==> src/rtl/core/scbp_pkg.sv <==
`timescale 1ns / 1ps
// ----------------------------------------------------------------------------
// scbp_pkg
// shared types and constants of the size-class buffer pool
// ----------------------------------------------------------------------------
package scbp_pkg;

  localparam int NUM_CLASSES_DEF     = 6;
  localparam int SLOTS_PER_CLASS_DEF = 16;
  localparam int SIZE_BITS_DEF       = 16;

  localparam int SIZE_REGS  = 6;
  localparam int COUNT_BITS = 5;
  localparam int CFG_IDX_W  = 3;
  localparam int CFG_DATA_W = 30;
  localparam int REQ_W      = 16;
  localparam int HANDLE_W   = 7;
  localparam int STATUS_W   = 2;

  localparam logic [CFG_IDX_W-1:0]  REG_COUNTS   = 3'd6;
  localparam logic [CFG_DATA_W-1:0] COUNTS_RESET = 30'd172235077;
  localparam logic [REQ_W-1:0] SIZE_RESET [SIZE_REGS] = '{
    16'd50, 16'd100, 16'd200, 16'd300, 16'd500, 16'd1024
  };

  typedef enum logic {
    CMD_ALLOC = 1'b0,
    CMD_FREE  = 1'b1
  } cmd_t;

  typedef enum logic [STATUS_W-1:0] {
    ST_OK         = 2'd0,
    ST_TOO_LARGE  = 2'd1,
    ST_NO_FREE    = 2'd2,
    ST_BAD_HANDLE = 2'd3
  } status_t;

  typedef enum logic [2:0] {
    S_IDLE,
    S_FIND,
    S_ALLOC,
    S_FREE,
    S_RESULT
  } seq_state_t;

  typedef struct packed {
    logic clr;
    logic set;
  } map_op_t;

endpackage

==> src/rtl/core/scbp_cfg_regs.sv <==
`timescale 1ns / 1ps
// ----------------------------------------------------------------------------
// scbp_cfg_regs
// class size and slot count registers, read out one class at a time
// ----------------------------------------------------------------------------
module scbp_cfg_regs import scbp_pkg::*; #(
  parameter int NUM_CLASSES     = NUM_CLASSES_DEF,
  parameter int SLOTS_PER_CLASS = SLOTS_PER_CLASS_DEF,
  parameter int SIZE_W          = SIZE_BITS_DEF
) (
  input  logic                                clk,
  input  logic                                rst,
  input  logic                                wr_en,
  input  logic [CFG_IDX_W-1:0]                wr_index,
  input  logic [CFG_DATA_W-1:0]               wr_data,
  input  logic [(NUM_CLASSES > 1 ? $clog2(NUM_CLASSES) : 1)-1:0] rd_class,
  output logic [SIZE_W-1:0]                   class_size,
  output logic [$clog2(SLOTS_PER_CLASS+1)-1:0] class_slots
);

  localparam int CLS_W = (NUM_CLASSES > 1) ? $clog2(NUM_CLASSES) : 1;
  localparam int CNT_W = $clog2(SLOTS_PER_CLASS + 1);

  logic [SIZE_W-1:0]     size_q [SIZE_REGS];
  logic [CFG_DATA_W-1:0] counts_q;

  always_ff @(posedge clk) begin
    if (rst) begin
      for (int i = 0; i < SIZE_REGS; i++) begin
        size_q[i] <= SIZE_W'(SIZE_RESET[i]);
      end
      counts_q <= COUNTS_RESET;
    end else if (wr_en) begin
      if (wr_index < CFG_IDX_W'(SIZE_REGS)) begin
        size_q[wr_index] <= wr_data[SIZE_W-1:0];
      end else if (wr_index == REG_COUNTS) begin
        counts_q <= wr_data;
      end
    end
  end

  // classes without a register have size 0 and no slots
  always_comb begin
    logic [COUNT_BITS-1:0] field;
    field       = '0;
    class_size  = '0;
    class_slots = '0;
    for (int i = 0; i < SIZE_REGS; i++) begin
      if (i < NUM_CLASSES && rd_class == CLS_W'(i)) begin
        field      = counts_q[COUNT_BITS*i +: COUNT_BITS];
        class_size = size_q[i];
        if ({1'b0, field} > (COUNT_BITS+1)'(SLOTS_PER_CLASS)) begin
          class_slots = CNT_W'(SLOTS_PER_CLASS);
        end else begin
          class_slots = CNT_W'(field);
        end
      end
    end
  end

endmodule

==> src/rtl/core/scbp_slot_map.sv <==
`timescale 1ns / 1ps
// ----------------------------------------------------------------------------
// scbp_slot_map
// per-class free bitmap with lowest-free-slot pick for the selected class
// ----------------------------------------------------------------------------
module scbp_slot_map import scbp_pkg::*; #(
  parameter int NUM_CLASSES     = NUM_CLASSES_DEF,
  parameter int SLOTS_PER_CLASS = SLOTS_PER_CLASS_DEF
) (
  input  logic                                clk,
  input  logic                                rst,
  input  logic [(NUM_CLASSES > 1 ? $clog2(NUM_CLASSES) : 1)-1:0] rd_class,
  input  logic [$clog2(SLOTS_PER_CLASS+1)-1:0] class_slots,
  input  map_op_t                             op,
  input  logic [(SLOTS_PER_CLASS > 1 ? $clog2(SLOTS_PER_CLASS) : 1)-1:0] wr_slot,
  output logic                                found,
  output logic [(SLOTS_PER_CLASS > 1 ? $clog2(SLOTS_PER_CLASS) : 1)-1:0] pick
);

  localparam int CLS_W  = (NUM_CLASSES > 1) ? $clog2(NUM_CLASSES) : 1;
  localparam int SLOT_W = (SLOTS_PER_CLASS > 1) ? $clog2(SLOTS_PER_CLASS) : 1;
  localparam int CNT_W  = $clog2(SLOTS_PER_CLASS + 1);

  logic [SLOTS_PER_CLASS-1:0] map_q [NUM_CLASSES];
  logic [SLOTS_PER_CLASS-1:0] row;
  logic [SLOTS_PER_CLASS-1:0] avail;

  always_comb begin
    row = '0;
    for (int i = 0; i < NUM_CLASSES; i++) begin
      if (rd_class == CLS_W'(i)) begin
        row = map_q[i];
      end
    end
    for (int j = 0; j < SLOTS_PER_CLASS; j++) begin
      avail[j] = row[j] && (CNT_W'(j) < class_slots);
    end
    found = |avail;
    pick  = '0;
    for (int j = SLOTS_PER_CLASS - 1; j >= 0; j--) begin
      if (avail[j]) begin
        pick = SLOT_W'(j);
      end
    end
  end

  always_ff @(posedge clk) begin
    if (rst) begin
      for (int i = 0; i < NUM_CLASSES; i++) begin
        map_q[i] <= '1;
      end
    end else begin
      for (int i = 0; i < NUM_CLASSES; i++) begin
        if (rd_class == CLS_W'(i)) begin
          if (op.clr) begin
            map_q[i][wr_slot] <= 1'b0;
          end else if (op.set) begin
            map_q[i][wr_slot] <= 1'b1;
          end
        end
      end
    end
  end

endmodule

==> src/rtl/core/scbp_seq.sv <==
`timescale 1ns / 1ps
// ----------------------------------------------------------------------------
// scbp_seq
// sequencer stepping one class per cycle through a shared compare/subtract
// ----------------------------------------------------------------------------
module scbp_seq import scbp_pkg::*; #(
  parameter int NUM_CLASSES     = NUM_CLASSES_DEF,
  parameter int SLOTS_PER_CLASS = SLOTS_PER_CLASS_DEF,
  parameter int SIZE_W          = SIZE_BITS_DEF
) (
  input  logic                                clk,
  input  logic                                rst,
  input  logic                                in_valid,
  output logic                                in_stall,
  input  logic                                cmd,
  input  logic [REQ_W-1:0]                    req_size,
  input  logic [HANDLE_W-1:0]                 free_handle,
  output logic                                out_valid,
  input  logic                                out_stall,
  output logic [HANDLE_W-1:0]                 buffer_handle,
  output logic [STATUS_W-1:0]                 status,
  output logic [(NUM_CLASSES > 1 ? $clog2(NUM_CLASSES) : 1)-1:0] rd_class,
  input  logic [SIZE_W-1:0]                   class_size,
  input  logic [$clog2(SLOTS_PER_CLASS+1)-1:0] class_slots,
  input  logic                                found,
  input  logic [(SLOTS_PER_CLASS > 1 ? $clog2(SLOTS_PER_CLASS) : 1)-1:0] pick,
  output map_op_t                             map_op,
  output logic [(SLOTS_PER_CLASS > 1 ? $clog2(SLOTS_PER_CLASS) : 1)-1:0] wr_slot
);

  localparam int CLS_W  = (NUM_CLASSES > 1) ? $clog2(NUM_CLASSES) : 1;
  localparam int SLOT_W = (SLOTS_PER_CLASS > 1) ? $clog2(SLOTS_PER_CLASS) : 1;
  localparam int BW     = $clog2(NUM_CLASSES * SLOTS_PER_CLASS + 1);
  localparam int DW     = (BW > HANDLE_W) ? BW : HANDLE_W;

  seq_state_t           state, state_next;
  logic [CLS_W-1:0]     cls, cls_next;
  logic [BW-1:0]        base, base_next;
  logic [SIZE_W-1:0]    req_q, req_q_next;
  logic [HANDLE_W-1:0]  hnd_q, hnd_q_next;
  logic [HANDLE_W-1:0]  res_handle, res_handle_next;
  status_t              res_status, res_status_next;
  logic                 out_valid_q, out_valid_next;
  logic [HANDLE_W-1:0]  handle_q, handle_q_next;
  status_t              status_q, status_q_next;

  logic [DW-1:0]        diff;
  logic [DW-1:0]        sum;
  logic                 at_last;
  logic                 in_class;
  logic                 slot_ok;

  always_ff @(posedge clk) begin
    if (rst) begin
      state       <= S_IDLE;
      out_valid_q <= 1'b0;
    end else begin
      state       <= state_next;
      out_valid_q <= out_valid_next;
    end
  end

  always_ff @(posedge clk) begin
    cls        <= cls_next;
    base       <= base_next;
    req_q      <= req_q_next;
    hnd_q      <= hnd_q_next;
    res_handle <= res_handle_next;
    res_status <= res_status_next;
    handle_q   <= handle_q_next;
    status_q   <= status_q_next;
  end

  always_comb begin
    diff     = DW'(hnd_q) - DW'(base);
    sum      = DW'(base) + DW'(pick);
    at_last  = (cls == CLS_W'(NUM_CLASSES - 1));
    in_class = diff < DW'(SLOTS_PER_CLASS);
    slot_ok  = diff < DW'(class_slots);

    state_next      = state;
    cls_next        = cls;
    base_next       = base;
    req_q_next      = req_q;
    hnd_q_next      = hnd_q;
    res_handle_next = res_handle;
    res_status_next = res_status;
    handle_q_next   = handle_q;
    status_q_next   = status_q;
    out_valid_next  = out_valid_q;
    map_op          = '0;
    wr_slot         = pick;

    if (out_valid_q && !out_stall) begin
      out_valid_next = 1'b0;
    end

    case (state)
      S_IDLE: begin
        if (in_valid) begin
          cls_next   = '0;
          base_next  = '0;
          req_q_next = req_size[SIZE_W-1:0];
          hnd_q_next = free_handle;
          state_next = (cmd == CMD_FREE) ? S_FREE : S_FIND;
        end
      end
      S_FIND: begin
        res_handle_next = '0;
        if (req_q <= class_size) begin
          state_next = S_ALLOC;
        end else if (at_last) begin
          res_status_next = ST_TOO_LARGE;
          state_next      = S_RESULT;
        end else begin
          cls_next  = cls + CLS_W'(1);
          base_next = base + BW'(SLOTS_PER_CLASS);
        end
      end
      S_ALLOC: begin
        if (found) begin
          map_op.clr      = 1'b1;
          wr_slot         = pick;
          res_handle_next = sum[HANDLE_W-1:0];
          res_status_next = ST_OK;
          state_next      = S_RESULT;
        end else if (at_last) begin
          res_status_next = ST_NO_FREE;
          state_next      = S_RESULT;
        end else begin
          cls_next  = cls + CLS_W'(1);
          base_next = base + BW'(SLOTS_PER_CLASS);
        end
      end
      S_FREE: begin
        res_handle_next = '0;
        wr_slot         = diff[SLOT_W-1:0];
        if (in_class) begin
          if (slot_ok) begin
            map_op.set      = 1'b1;
            res_status_next = ST_OK;
          end else begin
            res_status_next = ST_BAD_HANDLE;
          end
          state_next = S_RESULT;
        end else if (at_last) begin
          res_status_next = ST_BAD_HANDLE;
          state_next      = S_RESULT;
        end else begin
          cls_next  = cls + CLS_W'(1);
          base_next = base + BW'(SLOTS_PER_CLASS);
        end
      end
      S_RESULT: begin
        if (!out_valid_q || !out_stall) begin
          handle_q_next  = res_handle;
          status_q_next  = res_status;
          out_valid_next = 1'b1;
          state_next     = S_IDLE;
        end
      end
      default: begin
        state_next = S_IDLE;
      end
    endcase
  end

  assign rd_class      = cls;
  assign in_stall      = (state != S_IDLE);
  assign out_valid     = out_valid_q;
  assign buffer_handle = handle_q;
  assign status        = status_q;

endmodule

==> src/rtl/core/size_class_buffer_pool_top.sv <==
`timescale 1ns / 1ps
// ----------------------------------------------------------------------------
// size_class_buffer_pool_top
// pool allocator for fixed-size buffers in size classes
// ----------------------------------------------------------------------------
// One item is worked at a time; in_stall stays high from acceptance until the
// result is loaded into the output register. A sequencer visits one class per
// cycle through a single compare/subtract unit and the class's free bitmap.
// An allocate steps through the classes in order to find the first one whose
// size covers the request, then searches that class and the classes after it
// for a free slot, and then loads the result. A free steps through the classes
// until the handle falls in one, checks the slot and loads the result. The
// output register lets the next item be accepted while a result still waits
// to be taken. No clearing pass follows reset.
// ----------------------------------------------------------------------------
module size_class_buffer_pool_top import scbp_pkg::*; #(
  parameter int NUM_CLASSES     = NUM_CLASSES_DEF,
  parameter int SLOTS_PER_CLASS = SLOTS_PER_CLASS_DEF,
  parameter int SIZE_BITS       = SIZE_BITS_DEF
) (
  input  logic                  clk,
  input  logic                  rst,
  input  logic                  cfg_valid,
  output logic                  cfg_ready,
  input  logic [CFG_IDX_W-1:0]  cfg_index,
  input  logic [CFG_DATA_W-1:0] cfg_data,
  input  logic                  in_valid,
  output logic                  in_stall,
  input  logic                  cmd,
  input  logic [REQ_W-1:0]      req_size,
  input  logic [HANDLE_W-1:0]   free_handle,
  output logic                  out_valid,
  input  logic                  out_stall,
  output logic [HANDLE_W-1:0]   buffer_handle,
  output logic [STATUS_W-1:0]   status
);

  localparam int SIZE_W = (SIZE_BITS < REQ_W) ? SIZE_BITS : REQ_W;
  localparam int CLS_W  = (NUM_CLASSES > 1) ? $clog2(NUM_CLASSES) : 1;
  localparam int SLOT_W = (SLOTS_PER_CLASS > 1) ? $clog2(SLOTS_PER_CLASS) : 1;
  localparam int CNT_W  = $clog2(SLOTS_PER_CLASS + 1);

  logic [CLS_W-1:0]  rd_class;
  logic [SIZE_W-1:0] class_size;
  logic [CNT_W-1:0]  class_slots;
  logic              found;
  logic [SLOT_W-1:0] pick;
  logic [SLOT_W-1:0] wr_slot;
  map_op_t           map_op;

  assign cfg_ready = 1'b1;

  scbp_cfg_regs #(
    .NUM_CLASSES     (NUM_CLASSES),
    .SLOTS_PER_CLASS (SLOTS_PER_CLASS),
    .SIZE_W          (SIZE_W)
  ) u_cfg_regs (
    .clk         (clk),
    .rst         (rst),
    .wr_en       (cfg_valid && cfg_ready),
    .wr_index    (cfg_index),
    .wr_data     (cfg_data),
    .rd_class    (rd_class),
    .class_size  (class_size),
    .class_slots (class_slots)
  );

  scbp_slot_map #(
    .NUM_CLASSES     (NUM_CLASSES),
    .SLOTS_PER_CLASS (SLOTS_PER_CLASS)
  ) u_slot_map (
    .clk         (clk),
    .rst         (rst),
    .rd_class    (rd_class),
    .class_slots (class_slots),
    .op          (map_op),
    .wr_slot     (wr_slot),
    .found       (found),
    .pick        (pick)
  );

  scbp_seq #(
    .NUM_CLASSES     (NUM_CLASSES),
    .SLOTS_PER_CLASS (SLOTS_PER_CLASS),
    .SIZE_W          (SIZE_W)
  ) u_seq (
    .clk           (clk),
    .rst           (rst),
    .in_valid      (in_valid),
    .in_stall      (in_stall),
    .cmd           (cmd),
    .req_size      (req_size),
    .free_handle   (free_handle),
    .out_valid     (out_valid),
    .out_stall     (out_stall),
    .buffer_handle (buffer_handle),
    .status        (status),
    .rd_class      (rd_class),
    .class_size    (class_size),
    .class_slots   (class_slots),
    .found         (found),
    .pick          (pick),
    .map_op        (map_op),
    .wr_slot       (wr_slot)
  );

`ifndef SYNTHESIS
  a_busy_after_accept: assert property (@(posedge clk) disable iff (rst)
    in_valid && !in_stall |=> in_stall)
    else $error("block took a second item right after a transfer");

  a_fail_zero_handle: assert property (@(posedge clk) disable iff (rst)
    out_valid && status != ST_OK |-> buffer_handle == '0)
    else $error("failed result carries a nonzero handle");

  a_result_after_work: assert property (@(posedge clk) disable iff (rst)
    $rose(out_valid) |-> $past(in_stall))
    else $error("result appeared without an item in work");

  a_map_single_op: assert property (@(posedge clk) disable iff (rst)
    !(map_op.clr && map_op.set))
    else $error("slot map set and cleared in one cycle");
`endif

endmodule

==> config.mk <==
export PLATFORM = sky130hd
export DESIGN_NAME = size_class_buffer_pool_top
export DESIGN_NICKNAME = d
export VERILOG_FILES = /design/src/rtl/core/scbp_pkg.sv /design/src/rtl/core/scbp_cfg_regs.sv /design/src/rtl/core/scbp_slot_map.sv /design/src/rtl/core/scbp_seq.sv /design/src/rtl/core/size_class_buffer_pool_top.sv
export SDC_FILE = /design/constraint.sdc
export NUM_CORES = 1
export LEC_CHECK = 0
export ABC_AREA = 1
export BUFFER_PORTS_ARGS = -buffer_cell sky130_fd_sc_hd__buf_2
export CELL_PAD_IN_SITES_DETAIL_PLACEMENT = 1
export CELL_PAD_IN_SITES_GLOBAL_PLACEMENT = 1
export CORE_UTILIZATION = 34
export DETAILED_ROUTE_END_ITERATION = 12
export PLACE_DENSITY_LB_ADDON = 0.2
export SLEW_MARGIN = 20
export SYNTH_ARGS = -nofsm -noshare
export SYNTH_HDL_FRONTEND = slang
export SYNTH_SLANG_ARGS = --single-unit
==> constraint.sdc <==
create_clock -name clk -period 7.2 [get_ports clk]
set_input_delay 0.36 -clock clk [delete_from_list [all_inputs] [get_ports clk]]
set_output_delay 0.36 -clock clk [all_outputs]
set_load 0.01 [all_outputs]
* Word-level counts from Yosys, hierarchy flattened
Memory sizes are Yosys's and may differ from the RTL's.
Cells that the tools add are included.
** Storage, ports and cells
- Bits in registers :: 85
- Memory bits (writable) :: 192
- Output and inout bits :: 12
- Memories :: 2
** Operators by class
- Add/sub/neg operators :: 4
- Magnitude comparators :: 28
- Eq/ne operators :: 19
- Muxes and demuxes :: 321
- Bitwise gates (word level) :: 193
- Reductions and logical operators :: 37
** Memories
- u_cfg_regs.size_q :: depth 6, bits a word 16, rd ports 6, clocked after memory_dff 0, write ports 6, RTL line scbp_cfg_regs.sv:24 : logic [SIZE_W-1:0] size_q [SIZE_REGS];
- u_slot_map.map_q :: depth 6, bits a word 16, rd ports 6, clocked after memory_dff 0, write ports 6, RTL line scbp_slot_map.sv:24 : logic [SLOTS_PER_CLASS-1:0] map_q [NUM_CLASSES];
** Operators by type and width (count)
- 2-to-1 mux 16 bit :: 25
- 2-to-1 mux 1 bit :: 235
- OR 1 bit :: 192
- 2-to-1 mux 4 bit :: 17
- 2-to-1 mux 5 bit :: 12
- 2-to-1 mux 7 bit :: 6
- < comparator 4 x 5 -> 1 bit, first input constant :: 8
- 2-to-1 mux 3 bit :: 12
- OR reduction 16 bit :: 2
- > comparator 5 bit, second input constant :: 6
- case mux 7 bit (4 select lines) :: 1
- < comparator 3 x 5 -> 1 bit, first input constant :: 4
- logical AND 1 bit :: 18
- less-or-equal comparator 16 bit :: 1
- 2-to-1 mux 2 bit :: 8
- case mux 3 bit (5 select lines) :: 1
- case mux 7 bit (2 select lines) :: 1
- == test 3 x 2 -> 1 bit, second input constant :: 4
- == test 3 bit, second input constant :: 4
- case mux 3 bit (4 select lines) :: 1
- < comparator 1 x 5 -> 1 bit, first input constant :: 2
- < comparator 2 x 5 -> 1 bit, first input constant :: 2
- != test 2 bit, second input constant :: 5
- AND reduction 5 bit :: 2
- 25 further kinds :: 33

* Depth between registers and ports, before layout
Gate-level depths: netlist of the first run.
- Depth after elaboration :: 34
- Gate-level depth with buffers :: 36
- Depth with buffers taken out :: 34

* By module
A second synthesis of the first run with hierarchy kept.
** Unflattened totals
- Cell total of the unflattened synthesis :: 1463
- Area total of the unflattened synthesis :: 13464.2 µm²
** By module, submodules not included
- scbp_cfg_regs :: times used 1, cells each 630, area an instance 5646.7 µm², seq. area each 3483.3 µm²
- scbp_slot_map :: times used 1, cells each 585, area an instance 5250.0 µm², seq. area each 2882.8 µm²
- scbp_seq :: times used 1, cells each 246, area an instance 2556.2 µm², seq. area each 1491.4 µm²
- size_class_buffer_pool_top :: times used 1, cells each 2, area an instance 11.3 µm², seq. area each 0.0 µm²

* Least setup slack after synthesis of the first run
No wires, ideal clock.
- Kind :: register to register
- Start point :: register u_seq.cls[0], in the netlist u_seq.rd_class[0]
- End point :: register u_seq.base[4] (enable)
- Library setup time :: 0.377 ns
- Arrival :: 3.687 ns
- Required time :: 6.823 ns
- Path slack :: 3.136 ns
- Stages on the path, launching flop included :: 20
- Buffers on the path :: 4
- Clock period less this slack :: 4.064 ns
- Cells stage by stage :: edfxtp_1 ha_1 nand2_1 clkbuf_1 buf_1 clkbuf_1 clkbuf_1 o21ai_0 ha_1 inv_1 nor2_1 nor2_1 o21a_1 o221ai_1 nand2_1 o2111ai_1 nand2_1 inv_1 nor3_1 nor3_1
** Between the ends
- Cells in the longest elaborated chain, start to end :: 12
- Elaborated cells on any way between the ends :: 61
- Classes of those cells :: order compare (17); eq/ne (7); mux (18); reduce/logical (19)
** RTL lines
- start: declaration :: RTL line scbp_seq.sv:37 : logic [CLS_W-1:0] cls, cls_next;
- start signal: assignment :: RTL line scbp_seq.sv:64 : cls <= cls_next;
- zero test 3 bit :: RTL line scbp_cfg_regs.sv:49, scbp_slot_map.sv:31
- 2-to-1 mux 5 bit (6 in a row) :: RTL line scbp_cfg_regs.sv:49 : if (i < NUM_CLASSES && rd_class == CLS_W'(i)) begin
- < comparator 1 x 5 -> 1 bit, or another cell as far along :: RTL line scbp_slot_map.sv:36 : avail[j] = row[j] && (CNT_W'(j) < class_slots);
- logical AND 1 bit :: RTL line scbp_slot_map.sv:36
- OR reduction 16 bit :: RTL line scbp_slot_map.sv:38 : found = |avail;
- != test 2 bit (no source line)
- AND reduction 5 bit (no source line) (*)
- end signal: assignment :: RTL line scbp_seq.sv:65 : base <= base_next;
- end: declaration :: RTL line scbp_seq.sv:38 : logic [BW-1:0] base, base_next;
Mark *: on every way between the ends. The rest lies on a longest branch, timed or not.
A chain may end at the register's enable or synchronous reset.

==> results of run 1 <==
[Yosys cell counts, types with 3 or more instances]
| library cell | count | area [um2] |
|---|---|---|
| sky130_fd_sc_hd__o21ai_2 | 3 | 26.28 |
| sky130_fd_sc_hd__o21ai_0 | 86 | 430.4 |
| sky130_fd_sc_hd__a21oi_1 | 62 | 310.3 |
| sky130_fd_sc_hd__dfxtp_1 | 34 | 680.7 |
| sky130_fd_sc_hd__clkbuf_1 | 80 | 300.3 |
| sky130_fd_sc_hd__buf_2 | 33 | 165.2 |
| sky130_fd_sc_hd__nand4_1 | 137 | 857.1 |
| sky130_fd_sc_hd__buf_4 | 3 | 22.52 |
| sky130_fd_sc_hd__o21ai_1 | 7 | 35.03 |
| sky130_fd_sc_hd__nand2_1 | 337 | 1265 |
| sky130_fd_sc_hd__inv_1 | 94 | 352.8 |
| sky130_fd_sc_hd__buf_1 | 9 | 33.78 |
| sky130_fd_sc_hd__o22ai_1 | 5 | 31.28 |
| sky130_fd_sc_hd__o211ai_1 | 34 | 255.2 |
| sky130_fd_sc_hd__a22oi_1 | 5 | 37.54 |
| sky130_fd_sc_hd__inv_2 | 19 | 71.32 |
| sky130_fd_sc_hd__a211oi_1 | 6 | 45.04 |
| sky130_fd_sc_hd__o2111ai_1 | 3 | 26.28 |
| sky130_fd_sc_hd__nor2_1 | 191 | 716.9 |
| sky130_fd_sc_hd__a31oi_1 | 9 | 56.30 |
| sky130_fd_sc_hd__a221oi_1 | 10 | 87.58 |
| sky130_fd_sc_hd__nor3_1 | 9 | 45.04 |
| sky130_fd_sc_hd__ha_1 | 28 | 350.3 |
| sky130_fd_sc_hd__nor2_2 | 11 | 68.82 |
| sky130_fd_sc_hd__nand3_1 | 89 | 445.4 |
| sky130_fd_sc_hd__edfxtp_1 | 239 | 7177 |
[sequential cells by signal, indices dropped and copies added (netlist names)]
name,cells
u_seq.buffer_handle,7
u_slot_map.map_q,96
u_seq.status,2
u_cfg_regs.size_q,96
u_seq.res_status,2
u_seq.base,3
u_seq.state,3
u_seq.hnd_q,7
u_seq.req_q,16
u_seq.res_handle,7
u_seq.rd_class,3
u_cfg_regs.counts_q,30
u_seq.out_valid,1
[stage by stage]
step | setup WS [ns] | hold WS, ns | instance area, um2
after floorplan | 3.136 | 0.4003 | 14160
after global placement | 1.810 | 0.4024 | 14900
after detailed placement | 1.649 | 0.4062 | 14900
after CTS | 1.587 | 0.005522 | 16200
after global routing | 0.9119 | 0.02852 | 16200
final | 1.534 | 0.02289 | 16200
[cell type report]
cell class | instances | area [um2] | share of cell area [%]
inverter | 114 | 430.4 | 2.657
clock inverter | 14 | 142.6 | 0.8804
tap | 532 | 665.6 | 4.109
clock buffer | 43 | 850.8 | 5.252
timing repair buffer | 129 | 863.3 | 5.329
multi-input combinational | 1061 | 5390 | 33.27
sequential | 273 | 7858 | 48.50
[per-layer routing]
| layer | up-vias | GRT usage (%) | routed length [um] | part of all wire [%] |
|---|---|---|---|---|
| met5 | - | 0 | 0 | 0 |
| met2 | 268 | 35.52 | 21050 | 47 |
| li1 | 5604 | - | - | - |
| met4 | 0 | 5.147 | 690 | 1.5 |
| met1 | 5974 | 30.34 | 21400 | 47 |
| met3 | 57 | 2.428 | 2024 | 4.5 |
[critical path, stage by stage, from the launching register on]
cell	delay, ns
sky130_fd_sc_hd__edfxtp_1	0.43
sky130_fd_sc_hd__inv_1	0.09
sky130_fd_sc_hd__ha_1	0.23
sky130_fd_sc_hd__nand2_1	0.56
sky130_fd_sc_hd__inv_1	0.44
sky130_fd_sc_hd__a21oi_1	0.23
sky130_fd_sc_hd__nand2_1	0.10
sky130_fd_sc_hd__nand2_1	0.08
sky130_fd_sc_hd__o21ai_2	0.11
sky130_fd_sc_hd__ha_1	0.33
sky130_fd_sc_hd__a21oi_1	0.15
sky130_fd_sc_hd__nand2_1	0.07
sky130_fd_sc_hd__nand3_1	0.07
sky130_fd_sc_hd__nand4_1	0.10
sky130_fd_sc_hd__nor2_1	0.52
sky130_fd_sc_hd__nand3_1	0.64
sky130_fd_sc_hd__nand2_1	0.93
sky130_fd_sc_hd__nand4_1	0.19
sky130_fd_sc_hd__nand2_1	0.10
[logic make-up (layout without fill, tap and decap cells)]
kind of cell | count (synthesis) | after routing | synth area share [%]
simple gates | 785 | 785 | 24.73
flops | 273 | 273 | 55.50
compound gates | 245 | 245 | 10.44
buf+inv | 239 | 300 | 6.708
fa+ha+maj | 28 | 28 | 2.475
xor+xnor | 2 | 2 | 0.1238
other cells | 1 | 1 | 0.02649
[final timing paths]
| path | endpoint | cells after the start |
|---|---|---|
| hold / removal | u_cfg_regs.counts_q[22]$_SDFFE_PP1P_ | 3 |
| hold reg to reg | u_seq.buffer_handle[3]$_DFFE_PP_ | 0 |
| setup / recovery | u_slot_map.map_q[0][25]$_SDFFCE_PN1P_ | 18 |
| setup reg to reg | u_slot_map.map_q[0][25]$_SDFFCE_PN1P_ | 18 |
==> metrics.yaml, run 1 <==
timing:
  slew_headroom_pct: 26.49
  final.setup_skew_ns: 0.02045
  unrepaired_setup_endpoints_after_global_routing: "no"
  post-route-period-util_pct: 78.70
  max_freq_ghz: 0.1765
  max_slew.worst_pin.slew_ns: 1.100
  min_period_ns: 5.666
  setup_viol: 0
  count_of_final_max_slew_check_failures: 0
  report.final.hold_viol_count: 0
  finalSetupTns_ns: 0
drt:
  first_iter_violations: 854
  postRouteWirelength_mm: 45.16
  drtPass1Iterations: 5
  post-route-drc-count: 0
  viasPerCell: 5.495
  drtAntennaViolNets: 0
  detail_route.wl_per_cell_um: 20.85
  detailroute.via_count: 11900
final_layout:
  fill_cells: 4742
  most_frequent_standard_cell_in_the_layout_excluding_fill_and_tap_cells: "sky130_fd_sc_hd__nand2_1"
  fin_cells: 2166
  layout.core_utilization_pct: 39.59
  area_growth_pct: 14.43
  layout-drive-gt1-share_pct: 11.87
  insertedDiodeCount: 0
  layout.cells.most_common_list: "sky130_fd_sc_hd__nand2_1, sky130_fd_sc_hd__edfxtp_1, sky130_fd_sc_hd__nor2_1, sky130_fd_sc_hd__nand4_1, sky130_fd_sc_hd__inv_1"
  nets: 1700
min_path:
  hp-class: "in -> reg"
  hp-start: "cfg_data[22]"
global_route:
  grt_max_degree: 61
  grt_first_pass_wirelength_mm: 70.46
  grt_util_all_layers_pct: 21.62
  grt_pass1_vias: 12010
  number_of_antenna_violations_at_the_first_check_in_global_routing: 0
  grt.overflow.total: 0
critical_path:
  critPathRequiredTime_ns: 7.49
  timing.critical_path.fanout_max: 30
  arrival_ns: 5.96
  crit_path_start_kind: "flip-flop"
  rr_startpoint: "u_seq.rd_class[0]$_SDFFCE_PN0P_"
  crit_start: "u_seq.rd_class[0]$_SDFFCE_PN0P_"
  r2r_slack_ns: 1.53
  worst-setup-path-type: "reg -> reg"
  timing.critical_path.to_type: "flip-flop"
flow_run:
  drv_cap: 0
clock_tree:
  post-cts-setup-buffer-count: 0
  tritoncts.num_buffers: 31
  clock_path_buffers: 3
  clk_latency_ns: 0.58
  tritoncts_clock_tree: "yes"
  cts_hold_buf: 30
  cts_max_level: 1
  clock_tree.root_cell: "sky130_fd_sc_hd__clkbuf_16"
  cts.sinks: 273
  cts-resized-gates: 0
  clkTransAtPathRegs_ns: 0.06
placement:
  dp.final_hpwl_mm: 29.88
  place_congestion: 0.8046
  port-buffer-count: 72
  placed_cells: 2079
die:
  floorplan.io_pins: 74
  dieWidth_um: 206.1
  initial_utilization_pct: 34.59
  floorplan.core_area_um2: 40920
  fp.dieH_um: 206.1
  placement_rows: 74
  dieArea_um2: 42460
synthesis:
  yosys_most_used_dff: "sky130_fd_sc_hd__edfxtp_1"
  synth_instances: 1573
  syn-mean-instance-area_um2: 9.000
  ys_seq_area_share_pct: 55.50
  yosys_warnings: 0
  ffs_w_async_s_r_synth_pct: 0
  synth.lib_cells_used.distinct: 48
  synth_seq_cells: 273
  synth_enable_flop_cells: 239
  number_of_nets_produced_by_synthesis: 1663
  syn-cell-area_um2: 14160
outcome:
  status: "finished clean"
Power of run 1 is left out: the tool's default activity adds up to more than one toggle a clock period on the data nets, which glitch-free logic cannot reach.
==> run 2: changes to the inputs <==
clock period = 5.4 ns   (was 7.2 ns; I/O delays follow)
==> metrics.yaml, run 2 (synthesized netlist as in run 1, its figures left out) <==
clock_tree:
  cts_max_level: 1  # unchanged
  tritoncts.num_buffers: 31  # unchanged
  cts.sinks: 273  # unchanged
  tritoncts_clock_tree: "yes"
  post-cts-setup-buffer-count: 0  # unchanged
  clk_latency_ns: 0.59  # about the same
  cts-resized-gates: 0  # unchanged
  clock_path_buffers: 3  # unchanged
  cts_hold_buf: 48  # +60%
  clkTransAtPathRegs_ns: 0.07  # about the same
  clock_tree.root_cell: "sky130_fd_sc_hd__clkbuf_16"
global_route:
  grt_first_pass_wirelength_mm: 71.68  # +1.7%
  number_of_antenna_violations_at_the_first_check_in_global_routing: 0  # unchanged
  grt_max_degree: 75  # +23%
  grt.overflow.total: 0  # unchanged
  grt_pass1_vias: 12330  # +2.6%
  grt_util_all_layers_pct: 21.90  # +0.28 points
pwr:
  p_seq_share_pct: 23.2
  clock_power_share_pct: 19.1
  max_ir_drop_vdd_uv: 764.5
  sum_of_internal_switching_and_leakage_power_mw: 11.47
  netSwitchingFraction_pct: 52.72
  switch_pwr_mw: 6.049
  p_leak_nw: 6.025
  cellInternalPower_mw: 5.425
  power.density_cell_area_nw_per_um2: 692.7
  power.combinational.fraction_pct: 57.7
timing:
  min_period_ns: 4.677  # -0.9896 ns
  report.final.hold_viol_count: 0  # unchanged
  finalSetupTns_ns: 0  # unchanged
  post-route-period-util_pct: 86.61  # +7.9 points
  slew_headroom_pct: 41.98  # +15 points
  count_of_final_max_slew_check_failures: 0  # unchanged
  unrepaired_setup_endpoints_after_global_routing: "no"
  final.setup_skew_ns: 0.02481  # +0.004351 ns
  setup_viol: 0  # unchanged
  max_slew.worst_pin.slew_ns: 0.8637  # -0.2362 ns
  max_freq_ghz: 0.2138  # +21%
critical_path:
  critPathRequiredTime_ns: 5.69  # -1.80 ns
  crit_top_cell: "sky130_fd_sc_hd__nand2_1"
  crit_path_start_kind: "flip-flop"
  cpPeakStageDelay_ns: 0.62  # -0.31 ns
  worst-setup-path-type: "reg -> reg"
  arrival_ns: 4.97  # -0.99 ns
  timing.critical_path.fanout_max: 21  # -30%
  sequence_of_cells_on_the_critical_path: "inv_1 > ha_1 > nand2_2 > inv_2 > a21oi_1 > nand2_1 > o21ai_2 > ha_1 > a21oi_1 > nand2_1 > nand3_1 > nand4_1 > nor2_1 > nand3_1 > nand2_1 > buf_4 > nand4_1 > nand2_1"
  crit_start: "u_seq.rd_class[1]$_SDFFCE_PN0P_"
  rr_worst_depth: 18  # unchanged
  crit_slowest_cell: "sky130_fd_sc_hd__nor2_1"
  critPathCapture: "u_slot_map.map_q[0][57]$_SDFFCE_PN1P_"
  timing.rr.end: "u_slot_map.map_q[0][57]$_SDFFCE_PN1P_"
  timing.critical_path.to_type: "flip-flop"
  r2r_slack_ns: 0.72  # -0.81 ns
  rr_startpoint: "u_seq.rd_class[1]$_SDFFCE_PN0P_"
drt:
  postRouteWirelength_mm: 45.68  # +1.1%
  drtPass1Iterations: 5  # unchanged
  detailroute.via_count: 11860  # -0.39%
  post-route-drc-count: 0  # unchanged
  viasPerCell: 5.377  # -2.2%
  drtAntennaViolNets: 0  # unchanged
  detail_route.wl_per_cell_um: 20.72  # -0.65%
  first_iter_violations: 791  # -7.4%
placement:
  port-buffer-count: 72  # unchanged
  placed_cells: 2099  # +0.96%
  dp.final_hpwl_mm: 30.27  # +1.3%
  place_congestion: 0.8051  # about the same
die:
  floorplan.core_area_um2: 40920  # unchanged
  dieArea_um2: 42460  # unchanged
  floorplan.io_pins: 74  # unchanged
  placement_rows: 74  # unchanged
  dieWidth_um: 206.1  # unchanged
  initial_utilization_pct: 34.59  # unchanged
  fp.dieH_um: 206.1  # unchanged
final_layout:
  fin_cells: 2205  # +1.8%
  area_growth_pct: 17.00
  layout.cells.most_common_list: "sky130_fd_sc_hd__nand2_1, sky130_fd_sc_hd__edfxtp_1, sky130_fd_sc_hd__nor2_1, sky130_fd_sc_hd__nand4_1, sky130_fd_sc_hd__inv_1"
  layout.core_utilization_pct: 40.48  # +0.89 points
  nets: 1738  # +2.2%
  most_frequent_standard_cell_in_the_layout_excluding_fill_and_tap_cells: "sky130_fd_sc_hd__nand2_1"
  layout_top_registers: "u_cfg_regs.size_q (96), u_slot_map.map_q (96), u_cfg_regs.counts_q (30)"
  layout-drive-gt1-share_pct: 12.85  # +0.98 points
  fill_cells: 4712  # -0.63%
  insertedDiodeCount: 0  # unchanged
flow_run:
  drv_cap: 0  # unchanged
min_path:
  hp-start: "rst"
  hp-class: "in -> reg"
outcome:
  status: "finished clean"
==> run 2: cell count changes in the layout (fill, tap and decap cells not counted), moves of 2 or more <==
cell / previous run / this run
sky130_fd_sc_hd__buf_4: 27 / 47
sky130_fd_sc_hd__clkinv_1: 6 / 3
sky130_fd_sc_hd__dlygate4sd3_1: 30 / 48
sky130_fd_sc_hd__inv_4: 1 / 3
sky130_fd_sc_hd__clkbuf_8: 3 / 0
sky130_fd_sc_hd__bufinv_16: 3 / 5
sky130_fd_sc_hd__clkbuf_1: 9 / 11
==> run 2: layout make-up <==
| class | instances | area (um2) | share of cell area, % |
|---|---|---|---|
| clock inverter | 16 | 222.7 | 1.345 |
| multi-input combinational | 1061 | 5378 | 32.46 |
| inverter | 114 | 430.4 | 2.598 |
| sequential | 273 | 7858 | 47.44 |
| clock buffer | 42 | 817.0 | 4.932 |
| timing repair buffer | 167 | 1194 | 7.206 |
| tap | 532 | 665.6 | 4.018 |
==> run 2: worst min path at each step <==
stage	cells past startpoint	end	slack, ns
after floorplan	1	u_seq.out_valid$_SDFF_PP0_	0.34
after global placement	0	u_seq.buffer_handle[1]$_DFFE_PP_	0.40
after detailed placement	0	u_seq.buffer_handle[4]$_DFFE_PP_	0.41
after CTS	2	u_seq.out_valid$_SDFF_PP0_	0.008
after global routing	2	u_seq.out_valid$_SDFF_PP0_	0.02
final	2	u_seq.out_valid$_SDFF_PP0_	0.03
==> run 2: layer usage <==
layer	GRT usage, %	up-vias	routed length, um
met5	0	-	0
li1	-	5675	-
met1	30.49	5896	21340
met4	4.622	0	714
met3	2.286	48	1942
met2	36.69	237	21680
==> run 2: critical path, delay by kind of cell, from the launching register on <==
kind	cells	cell delay [ns]
buffers and inverters	3	0.79
AOI/OAI and AO/OA	3	0.41
and+or+nand+nor	10	2.08
DFF	1	0.42
adders and majority gates	2	0.68
==> run 2: power by group through the flow <==
| stage | Combinational (mW) | Clock [mW] | Sequential (mW) |
|---|---|---|---|
| final | 6.62 | 2.20 | 2.66 |
| after floorplan | 4.34 | 0 | 2.68 |
| after CTS | 6.60 | 2.23 | 2.66 |
| after global routing | 7.27 | 2.31 | 2.68 |
| after detailed placement | 6.55 | 0 | 2.70 |
| after global placement | 6.46 | 0 | 2.70 |
==> run 2: through the flow <==
step	hold WS [ns]	area [um2]	setup WS, ns
2_1_floorplan	0.3391	14160	1.336
3_3_place_gp	0.4019	15040	0.8083
3_5_place_dp	0.4052	15040	0.7140
4_1_cts	0.007819	16560	0.6866
5_1_grt	0.01861	16560	0.2876
6_report	0.02554	16560	0.7232
Note: power is estimated with default switching activity, not from simulation.
